File: src/hw/rtl/olist_pkg.sv
// Shared types and constants for the ordered array list engine.
`default_nettype none

package olist_pkg;

    localparam int DATA_W   = 32;
    localparam int OP_W     = 3;
    localparam int POS_W    = 5;
    localparam int STATUS_W = 2;

    // Request opcodes
    localparam logic [OP_W-1:0] OP_INSERT     = 3'd0;
    localparam logic [OP_W-1:0] OP_DEL_VALUE  = 3'd1;
    localparam logic [OP_W-1:0] OP_DEL_POS    = 3'd2;
    localparam logic [OP_W-1:0] OP_SEARCH     = 3'd3;
    localparam logic [OP_W-1:0] OP_READ       = 3'd4;
    localparam logic [OP_W-1:0] OP_CLEAR      = 3'd5;

    // Result status codes
    localparam logic [STATUS_W-1:0] ST_OK        = 2'd0;
    localparam logic [STATUS_W-1:0] ST_BAD_POS   = 2'd1;
    localparam logic [STATUS_W-1:0] ST_FULL      = 2'd2;
    localparam logic [STATUS_W-1:0] ST_NOT_FOUND = 2'd3;

    // Command broadcast to every cell of the chain
    typedef enum logic [2:0] {
        CELL_HOLD,
        CELL_INSERT,
        CELL_DELETE,
        CELL_COMPARE,
        CELL_SHIFT
    } cell_op_t;

    typedef struct packed {
        cell_op_t                  op;
        logic signed [DATA_W-1:0]  value;
    } cell_cmd_t;

endpackage

`default_nettype wire

File: src/hw/rtl/olist_cell.sv
// One list slot: holds an element and a match flag, trades both with its neighbors.
`default_nettype none

module olist_cell #(
    parameter int CAPACITY = 16,
    parameter int INDEX    = 0
) (
    input  wire                                     clk,
    input  olist_pkg::cell_cmd_t                    cmd,
    input  wire [$clog2(CAPACITY)-1:0]              target,
    input  wire signed [olist_pkg::DATA_W-1:0]      left_data,
    input  wire signed [olist_pkg::DATA_W-1:0]      right_data,
    input  wire                                     right_match,
    output logic signed [olist_pkg::DATA_W-1:0]     data,
    output logic                                    match
);
    import olist_pkg::*;

    localparam int IDX_W = $clog2(CAPACITY);
    localparam logic [IDX_W-1:0] MY_IDX = IDX_W'(INDEX);

    logic signed [DATA_W-1:0] data_reg;
    logic                     match_reg;

    always_ff @(posedge clk)
    begin
        case (cmd.op)
            CELL_INSERT:
            begin
                if (MY_IDX == target)
                    data_reg <= cmd.value;
                else if (MY_IDX > target)
                    data_reg <= left_data;
            end
            CELL_DELETE:
            begin
                if (MY_IDX >= target)
                    data_reg <= right_data;
            end
            CELL_COMPARE:
            begin
                match_reg <= (data_reg == cmd.value);
            end
            CELL_SHIFT:
            begin
                // match flags move one slot toward the head
                match_reg <= right_match;
            end
            default:
            begin
            end
        endcase
    end

    assign data  = data_reg;
    assign match = match_reg;

endmodule

`default_nettype wire

File: src/hw/rtl/ordered_array_list_engine.sv
// Top level of the ordered array list engine: control sequencer and the cell chain.
// Insert, delete at position, read, clear and unknown ops give the result in the cycle
// after the transfer with busy low, so one such request is taken per cycle.
// Search and delete by value compare all slots at once, then the match flags walk the
// cell chain toward the head one slot a cycle, busy high, until a match or the list end.
// Reset clears length, sequencer and done; element contents are not. Results never stall.
`default_nettype none

module ordered_array_list_engine #(
    parameter int CAPACITY = 16
) (
    input  wire                                     clk,
    input  wire                                     rst_n,
    input  wire                                     start,
    output logic                                    busy,
    input  wire [olist_pkg::OP_W-1:0]               op,
    input  wire [olist_pkg::POS_W-1:0]              position,
    input  wire signed [olist_pkg::DATA_W-1:0]      value,
    output logic                                    done,
    output logic [olist_pkg::STATUS_W-1:0]          status,
    output logic [olist_pkg::POS_W-1:0]             found_position,
    output logic signed [olist_pkg::DATA_W-1:0]    read_value,
    output logic [olist_pkg::POS_W-1:0]             length,
    output logic                                    list_empty,
    output logic                                    is_full
);
    import olist_pkg::*;

    localparam int IDX_W = $clog2(CAPACITY);
    localparam int CNT_W = $clog2(CAPACITY + 1);
    // compare width wide enough for position, count and count+1
    localparam int CMP_W = ((CNT_W > POS_W) ? CNT_W : POS_W) + 1;
    localparam logic [CNT_W-1:0] CNT_FULL = CNT_W'(CAPACITY);

    typedef enum logic {
        S_IDLE,
        S_SCAN
    } state_t;

    state_t                    state_reg, state_next;
    logic [CNT_W-1:0]          count_reg, count_next;
    logic [IDX_W-1:0]          scan_reg, scan_next;
    logic                      del_reg, del_next;    // scan belongs to a delete by value

    logic                      done_reg, done_next;
    logic [STATUS_W-1:0]       status_reg, status_next;
    logic [POS_W-1:0]          found_reg, found_next;
    logic signed [DATA_W-1:0]  read_reg, read_next;

    cell_cmd_t                 cmd;
    logic [IDX_W-1:0]          target;

    logic signed [DATA_W-1:0]  cell_data  [CAPACITY];
    logic                      cell_match [CAPACITY];

    logic                      accept;
    logic [CMP_W-1:0]          pos_ext;
    logic [CMP_W-1:0]          cnt_ext;
    logic [CMP_W-1:0]          pos_m1;
    logic [IDX_W-1:0]          pos_idx;
    logic                      pos_in_list;      // 1..length
    logic                      pos_in_insert;    // 1..length+1
    logic [IDX_W:0]            scan_pos;
    logic                      scan_last;

    assign accept  = start && (state_reg == S_IDLE);
    assign pos_ext = CMP_W'(position);
    assign cnt_ext = CMP_W'(count_reg);
    assign pos_m1  = pos_ext - CMP_W'(1);
    assign pos_idx = pos_m1[IDX_W-1:0];

    assign pos_in_list   = (position != '0) && (pos_ext <= cnt_ext);
    assign pos_in_insert = (position != '0) && (pos_ext <= cnt_ext + CMP_W'(1));

    assign scan_pos  = {1'b0, scan_reg} + (IDX_W + 1)'(1);
    assign scan_last = (CNT_W'(scan_pos) == count_reg);

    // ------------------------------------------------------------------
    // Sequencer and result logic
    // ------------------------------------------------------------------
    always_comb
    begin
        state_next  = state_reg;
        count_next  = count_reg;
        scan_next   = scan_reg;
        del_next    = del_reg;
        done_next   = 1'b0;
        status_next = ST_OK;
        found_next  = '0;
        read_next   = '0;
        cmd.op      = CELL_HOLD;
        cmd.value   = value;
        target      = pos_idx;

        case (state_reg)
            S_IDLE:
            begin
                if (accept)
                begin
                    case (op)
                        OP_INSERT:
                        begin
                            done_next = 1'b1;
                            if (!pos_in_insert)
                                status_next = ST_BAD_POS;
                            else if (count_reg == CNT_FULL)
                                status_next = ST_FULL;
                            else
                            begin
                                cmd.op     = CELL_INSERT;
                                count_next = count_reg + CNT_W'(1);
                            end
                        end
                        OP_DEL_POS:
                        begin
                            done_next = 1'b1;
                            if (!pos_in_list)
                                status_next = ST_BAD_POS;
                            else
                            begin
                                cmd.op     = CELL_DELETE;
                                count_next = count_reg - CNT_W'(1);
                            end
                        end
                        OP_READ:
                        begin
                            done_next = 1'b1;
                            if (!pos_in_list)
                                status_next = ST_BAD_POS;
                            else
                                read_next = cell_data[pos_idx];
                        end
                        OP_CLEAR:
                        begin
                            done_next  = 1'b1;
                            count_next = '0;
                        end
                        OP_SEARCH, OP_DEL_VALUE:
                        begin
                            if (count_reg == '0)
                            begin
                                // empty list: nothing can match
                                done_next   = 1'b1;
                                status_next = ST_NOT_FOUND;
                            end
                            else
                            begin
                                cmd.op     = CELL_COMPARE;
                                scan_next  = '0;
                                del_next   = (op == OP_DEL_VALUE);
                                state_next = S_SCAN;
                            end
                        end
                        default:
                        begin
                            // unknown opcode: no change, status ok
                            done_next = 1'b1;
                        end
                    endcase
                end
            end
            S_SCAN:
            begin
                // cell 0 holds the match flag of list slot scan_reg
                target = scan_reg;
                if (cell_match[0])
                begin
                    done_next  = 1'b1;
                    state_next = S_IDLE;
                    if (del_reg)
                    begin
                        cmd.op     = CELL_DELETE;
                        count_next = count_reg - CNT_W'(1);
                    end
                    else
                        found_next = POS_W'(scan_pos);
                end
                else if (scan_last)
                begin
                    done_next   = 1'b1;
                    status_next = ST_NOT_FOUND;
                    state_next  = S_IDLE;
                end
                else
                begin
                    cmd.op    = CELL_SHIFT;
                    scan_next = scan_reg + IDX_W'(1);
                end
            end
            default:
            begin
                state_next = S_IDLE;
            end
        endcase
    end

    always_ff @(posedge clk or negedge rst_n)
    begin
        if (!rst_n)
        begin
            state_reg  <= S_IDLE;
            count_reg  <= '0;
            scan_reg   <= '0;
            del_reg    <= 1'b0;
            done_reg   <= 1'b0;
            status_reg <= ST_OK;
            found_reg  <= '0;
            read_reg   <= '0;
            length     <= '0;
            list_empty <= 1'b1;
            is_full    <= 1'b0;
        end
        else
        begin
            state_reg  <= state_next;
            count_reg  <= count_next;
            scan_reg   <= scan_next;
            del_reg    <= del_next;
            done_reg   <= done_next;
            if (done_next)
            begin
                status_reg <= status_next;
                found_reg  <= found_next;
                read_reg   <= read_next;
                length     <= POS_W'(count_next);
                list_empty <= (count_next == '0);
                is_full    <= (count_next == CNT_FULL);
            end
        end
    end

    assign busy           = (state_reg != S_IDLE);
    assign done           = done_reg;
    assign status         = status_reg;
    assign found_position = found_reg;
    assign read_value     = read_reg;

    // ------------------------------------------------------------------
    // Cell chain: slot 0 is the list head
    // ------------------------------------------------------------------
    for (genvar i = 0; i < CAPACITY; i++)
    begin : g_cell
        logic signed [DATA_W-1:0] left_d;
        logic signed [DATA_W-1:0] right_d;
        logic                     right_m;

        if (i == 0)
        begin : g_head
            assign left_d = cmd.value;
        end
        else
        begin : g_body
            assign left_d = cell_data[i-1];
        end

        if (i == CAPACITY - 1)
        begin : g_tail
            assign right_d = cell_data[i];
            assign right_m = 1'b0;
        end
        else
        begin : g_inner
            assign right_d = cell_data[i+1];
            assign right_m = cell_match[i+1];
        end

        olist_cell #(
            .CAPACITY (CAPACITY),
            .INDEX    (i)
        ) u_cell (
            .clk         (clk),
            .cmd         (cmd),
            .target      (target),
            .left_data   (left_d),
            .right_data  (right_d),
            .right_match (right_m),
            .data        (cell_data[i]),
            .match       (cell_match[i])
        );
    end

endmodule

`default_nettype wire
File: config.mk
export PLATFORM = sky130hd
export DESIGN_NAME = ordered_array_list_engine
export DESIGN_NICKNAME = d
export VERILOG_FILES = /design/src/hw/rtl/olist_pkg.sv /design/src/hw/rtl/olist_cell.sv /design/src/hw/rtl/ordered_array_list_engine.sv
export SDC_FILE = /design/constraint.sdc
export NUM_CORES = 2
export LEC_CHECK = 0
export ABC_CLOCK_PERIOD_IN_PS = 9300
export BUFFER_PORTS_ARGS = -buffer_cell sky130_fd_sc_hd__buf_2
export CORE_ASPECT_RATIO = 0.6
export CORE_UTILIZATION = 45
export DETAILED_ROUTE_END_ITERATION = 10
export GPL_ROUTABILITY_DRIVEN = 0
export GPL_TIMING_DRIVEN = 0
export SLEW_MARGIN = 20
export SYNTH_ARGS = -nofsm -noshare
export SYNTH_HDL_FRONTEND = slang
export SYNTH_SLANG_ARGS = --single-unit
File: constraint.sdc
create_clock -name clk -period 9.3 [get_ports clk]
set_input_delay 1.395 -clock clk [delete_from_list [all_inputs] [get_ports clk]]
set_output_delay 1.395 -clock clk [all_outputs]
set_load 0.02 [all_outputs]
# After elaboration in Yosys (flattened, before gate mapping)
# Cells that the tools add are included.
word_totals:
  regBits: 586
  in_bits: 43
  elab_cells: 329
op_classes:
  n_addsub: 6
  n_lt_le_gt_ge: 34
  eq_ne: 78
  muxes: 134
  bitwise: 3
  reduce_logical: 31
op_table:
  columns: ["cell", "n"]
  rows:
  - ["$mux W32", 53]
  - ["$pmux W32 S2", 15]
  - ["$eq A32 B32 Y1", 16]
  - ["$bmux W32 S4", 1]
  - ["$mux W5", 9]
  - ["$ne A3 B1 Y1 const B", 15]
  - ["$reduce_and A3 Y1", 15]
  - ["$pmux W1 S2", 18]
  - ["$eq A4 B4 Y1 const A", 8]
  - ["$gt A4 B4 Y1 const A", 8]
  - ["$ne A2 B1 Y1 const B", 16]
  - ["$ge A4 B4 Y1 const A", 7]
  - ["$mux W4", 6]
  - ["$mux W2", 10]
  - ["$eq A3 B4 Y1 const A", 4]
  - ["$ge A3 B4 Y1 const A", 4]
  - ["$gt A3 B4 Y1 const A", 4]
  - ["$pmux W5 S3", 1]
  - ["$mux W1", 13]
  - ["$eq A3 B2 Y1 const B", 4]
  - ["$pmux W2 S3", 2]
  - ["$eq A5 B5 Y1 const B", 2]
  - ["$logic_not A5 Y1", 2]
  - ["$pmux W5 S2", 1]
  - ["34 further kinds", 52]

# Depth between registers and ports, before layout
logic_depth:
  word_depth: 10
  ltp_mapped: 15
  ltp_nobuf: 12

# Hierarchy
# Synthesis repeated with hierarchy kept, for this count alone.
hier_totals:
  cells_unflattened: 3570
  hier_area_um2: 40873.0
by_module_without_submodules:
  columns: ["mod", "instances", "cells_each", "area_each_um2", "seq_area_each_um2"]
  rows:
  - ["ordered_array_list_engine", 1, 509, 6957.9, 1452.6]
  - ["olist_cell (g_cell[11].u_cell ...)", 2, 190, 2055.7, 991.0]
  - ["olist_cell (g_cell[4].u_cell)", 1, 193, 2250.9, 991.0]
  - ["olist_cell (g_cell[8].u_cell)", 1, 192, 2214.6, 991.0]
  - ["olist_cell (g_cell[0].u_cell)", 1, 191, 2189.6, 991.0]
  - ["olist_cell (g_cell[1].u_cell)", 1, 191, 2174.6, 991.0]
  - ["olist_cell (g_cell[3].u_cell)", 1, 191, 2133.3, 991.0]
  - ["olist_cell (g_cell[12].u_cell)", 1, 192, 2130.8, 991.0]
  - ["olist_cell (g_cell[9].u_cell)", 1, 192, 2127.0, 991.0]
  - ["olist_cell (g_cell[2].u_cell)", 1, 192, 2123.3, 991.0]
  - ["olist_cell (g_cell[10].u_cell)", 1, 192, 2100.8, 991.0]
  - ["olist_cell (g_cell[5].u_cell)", 1, 192, 2089.5, 991.0]
  - ["olist_cell (g_cell[14].u_cell)", 1, 191, 2082.0, 991.0]
  - ["olist_cell (g_cell[6].u_cell)", 1, 192, 2079.5, 991.0]
  - ["2 more rows", null, null, null, null]

# Worst setup path after synthesis
# OpenSTA, ideal clock, no wires.
synth_path:
  kind: "input port to flip-flop"
  start: "in position[0] (netlist bit)"
  end: "reg g_cell[2].u_cell.data_reg[0] (enable)"
  setup_ns: 0.461
  t_arrival_ns: 7.449
  required_time_ns: 8.839
  path_slack_ns: 1.390
  stages: 13
  path_buffers: 4
  cell_sequence: "clkbuf_1 buf_2 buf_1 inv_1 ha_1 nand2_1 o22ai_1 a21oi_2 nor2_1 a211oi_4 or2_2 clkbuf_1 nor3_1"
synth_via:
  elab_chain_len: 9
  elab_cells_between_ends: 21
  classes_between: "1 x add/sub; 4 x order compare; 5 x eq/ne; 6 x mux; 5 x reduce/logical"
synth_rtl:
  columns: ["element", "line_no", "rtl"]
  rows:
  - ["from (decl)", "ordered_array_list_engine.sv:17", "input wire [olist_pkg::POS_W-1:0] position,"]
  - ["$le A5 B6 Y1, or another cell as far along", "ordered_array_list_engine.sv:73", "assign pos_in_insert = (position != '0) && (pos_ext <= cnt_ext + CMP_W'(1));"]
  - ["$logic_and A1 B1 Y1 (on tied branches)", "ordered_array_list_engine.sv:73, ordered_array_list_engine.sv:72", null]
  - ["$mux W1 or $mux W2 (tied branches)", "ordered_array_list_engine.sv:104, ordered_array_list_engine.sv:117", null]
  - ["$pmux W2 S3", "ordered_array_list_engine.sv:100", "case (op)"]
  - ["$mux W2", "ordered_array_list_engine.sv:98", "if (accept)"]
  - ["$pmux W3 S2", "ordered_array_list_engine.sv:95", "case (state_reg)"]
  - ["$eq A3 B1 Y1 or $eq A3 B2 Y1 (tied branches)", "olist_cell.sv:27", "case (cmd.op)"]
  - ["$ne A3 B1 Y1 (no line), or another cell as far along", null, null]
  - ["$reduce_and A3 Y1 (no line) (*)", null, null]
  - ["to (signal assigned)", "olist_cell.sv:31", "data_reg <= cmd.value;"]
  - ["to (signal assigned)", "olist_cell.sv:33", "data_reg <= left_data;"]
  - ["to (signal assigned)", "olist_cell.sv:38", "data_reg <= right_data;"]
  - ["to (decl)", "olist_cell.sv:22", "logic signed [DATA_W-1:0] data_reg;"]
# Every way passes the cells marked *; elsewhere a longest branch is shown, timed or not.
# A chain may end at the register's enable or synchronous reset.

# Worst setup path after layout
layout_path:
  start: "in position[0] (netlist bit)"
  end: "reg g_cell[1].u_cell.data_reg[5] (enable)"
layout_via:
  elab_chain_len: 9
  elab_cells_between_ends: 21
  classes_between: "1 x add/sub; 4 x order compare; 5 x eq/ne; 6 x mux; 5 x reduce/logical"
layout_rtl:
  columns: ["element", "line_no"]
  rows:
  - ["$le A5 B6 Y1, or another cell as far along", "ordered_array_list_engine.sv:73"]
  - ["$logic_and A1 B1 Y1 (on tied branches)", "ordered_array_list_engine.sv:73, ordered_array_list_engine.sv:72"]
  - ["$mux W1 or $mux W2 (tied branches)", "ordered_array_list_engine.sv:104, ordered_array_list_engine.sv:117"]
  - ["$pmux W2 S3", "ordered_array_list_engine.sv:100"]
  - ["$mux W2", "ordered_array_list_engine.sv:98"]
  - ["$pmux W3 S2", "ordered_array_list_engine.sv:95"]
  - ["$eq A3 B1 Y1 or $eq A3 B2 Y1 (tied branches)", "olist_cell.sv:27"]
  - ["$ne A3 B1 Y1 (no line), or another cell as far along", null]
  - ["$reduce_and A3 Y1 (no line) (*)", null]
  - ["to (signal assigned)", "olist_cell.sv:31"]
  - ["to (signal assigned)", "olist_cell.sv:33"]
  - ["to (signal assigned)", "olist_cell.sv:38"]
  - ["to (decl)", "olist_cell.sv:22"]
# Marks and branches as above.

==> flow_summary.yaml <==
status:
  status: "completed"
logic_synthesis:
  synth_cell_types: 67
  ys.flop_type: "edfxtp_1"
  yosysTopAreaCellShare_pct: 40.7
  netlist_area_mm2: 0.0390
  ys_ff_latch: 586
  synth-edff-count: 528
  synth_fp_nets: 3599
  yosysTopAreaCell: "edfxtp_1"
  synth_seq_area_share_pct: 44.4
  synthCells: 3541
  async_flop_share_pct: 9.90
  yosys_warnings: 0
  synth.area.top_cells: "edfxtp_1, xor2_1, mux2i_1, mux4_2, a21oi_1"
  syn_area_per_cell_um2: 11.0
worst_setup_path:
  critPathArrivalTime_ns: 7.42
  slowest_stage: "a211oi_4"
  critPathTopFamily: "buffers and inverters"
  crit_type: "input pin to register"
  start_kind: "input pin"
  cpPeakStageDelay_ns: 1.05
  cp_max_fo: 10
  cp-end-kind: "register"
  path_cells: "clkbuf_1 -> buf_2 -> buf_1 -> inv_1 -> ha_1 -> inv_1 -> a32oi_1 -> nor2_2 -> a211oi_4 -> or2_2 -> clkbuf_1 -> nor3_2 -> buf_6 -> buf_4"
  required_ns: 9.74
  crit_buf_inv: 8
timing:
  fin_crit_sh_pct: 75.1
  fin_ws_ns: 2.32
  timing.fmax_ghz: 0.143
  rsz0062_at_grt: "no"
  hold_viol_final: 0
  tns_ns: 0
  tightest_slew_ns: 1.37
  relSlewSlack_pct: 8.53
  period_minus_slack_ns: 6.98
  final-max-slew-violation-count: 0
  clock_skew_ns: 0.0280
  finalSetupViolCount: 0
  hold_ws_ns: 0.462
placed_design:
  hpwl_um: 148000
  dp_slack_ns: 1.39
  dpl_cell_area_mm2: 0.0413
  post-place-cells: 4769
  portBuffers: 56
clocking:
  cts_made_buffers: 60
  htree_levels: 2
  path_clk_slew_ns: 0.07
  cts_max_path_buffers: 3
  cts_root_buffer: "clkbuf_16"
  cts_tree: "yes"
  worstSkewPairLatency_ns: 0.69
  cts-resized-gates: 0
  cts_hold_buf: 0
  cts_setup_buffers: 0
  cts.sinks: 586
cells_and_area:
  stdcell_count: 4891
  final_common_cell: "edfxtp_1"
  drive_gt1_share_pct: 13.1
  final_cell_mix: "edfxtp_1, xor2_1, mux2i_1, nor2_1, a21oi_1"
  area_growth_pct: 11.7
  utilization_pct: 50.8
  design_area_mm2: 0.0435
  largest_reg_flops: 512
  fin_nets: 3743
worst_hold_path:
  hold_path_class: "register to register"
power:
  p_total_mw: 8.32
  p_leak_nw: 16.2
  irDropWorstVdd_mv: 0.157
  p_per_area_mw_per_mm2: 191
floorplanning:
  dieArea_mm2: 0.0878
  die_y_um: 230
  fp.dieW_um: 382
  core_area_mm2: 0.0857
  rows: 83
  ios: 91
  start_util_pct: 45.5
global_route:
  grt_max_degree: 39
  grtUsageTotal_pct: 40.1
  grt_remaining_overflow: 0
  grt_pass1_vias: 29600
  antenna_found_initial: 4
  grt_pass1_wl_um: 241000
drt:
  viasPerCell: 6.86
  wirelength_um: 181000
  drtAntennaViolNets: 0
  wire_per_inst_um: 37.1
  drc: 0
  vias: 33600
  drt_pass1_iterations: 11
  drtIter0Drc: 7049
flow_run:
  drv_cap: 0
==> worst min-delay path, cell delays in order, from the launching register on <==
cell and delay, ns:
dfrtp_1 0.34, nand2_1 0.05, nand2_1 0.05
==> path summary, 6_finish.rpt <==
check / start / end / slack (ns) / depth (start not counted)
hold reg to reg: length[0]$_DFFE_PN0P_ / length[0]$_DFFE_PN0P_ / 0.46 / 2
min in group asynchronous: rst_n / is_full$_DFFE_PN0P_ / 0.62 / 1
setup reg to reg: count_reg[1]$_DFF_PN0_ / g_cell[1].u_cell.data[5]$_DFFE_PP_ / 3.83 / 14
hold / removal: length[0]$_DFFE_PN0P_ / length[0]$_DFFE_PN0P_ / 0.46 / 2
setup / recovery: position[0] / g_cell[1].u_cell.data[5]$_DFFE_PP_ / 2.32 / 14
max in group asynchronous: rst_n / read_value[10]$_DFFE_PN0P_ / 8.13 / 2
==> final cells by class <==
class / count / area (um2)
multi-input combinational: 2602 / 20300
timing repair buffer: 82 / 778
tap: 1147 / 1440
clock buffer: 82 / 1710
buffer: 336 / 1410
fill: 7795 / 42100
clock inverter: 29 / 458
sequential: 586 / 17300
inverter: 17 / 63.8
antenna: 10 / 25.0
==> synth_stat cells (3+ instances only) <==
cell,number
a211oi_1,3
a21o_1,4
a21oi_1,432
a21oi_2,3
a22o_1,33
buf_1,52
buf_2,57
buf_4,14
clkbuf_1,211
dfrtp_1,57
edfxtp_1,528
ha_1,15
inv_1,15
mux2_2,34
mux2i_1,451
mux4_2,160
nand2_1,182
nand2b_1,3
nand3_1,9
nand4_1,34
nor2_1,449
nor2_2,4
nor2b_1,4
nor3_1,10
nor3b_1,3
nor4_1,132
o2111ai_1,4
o211ai_1,4
o21ai_0,36
o21ai_1,12
o31ai_1,17
or2_2,4
or3_1,3
xnor2_1,6
xor2_1,516
==> logic make-up after synthesis <==
family | count (synthesis) | synth area share (%)
compound gates | 566 | 8.04
buf+inv | 353 | 3.76
simple gates | 851 | 9.64
mux | 647 | 21.9
xor+xnor | 523 | 11.8
fa+ha+maj | 15 | 0.482
flops | 586 | 44.4
==> metal layers <==
layer / global-route usage (%) / routed length (um) / share of wire, %
met5: 6.54 / 1140 / 0.63
met1: 56.5 / 70900 / 39
met2: 44.6 / 60600 / 33
met3: 29.2 / 41200 / 23
met4: 13.8 / 7600 / 4.2
==> where the power goes <==
| part | internal (mW) | switching [mW] | leakage [nW] |
|---|---|---|---|
| logic | 0.726 | 1.49 | 9.65 |
| registers | 3.11 | 0.191 | 5.55 |
| clock network | 1.62 | 1.20 | 1.04 |
(Power assumes the default switching activity.)
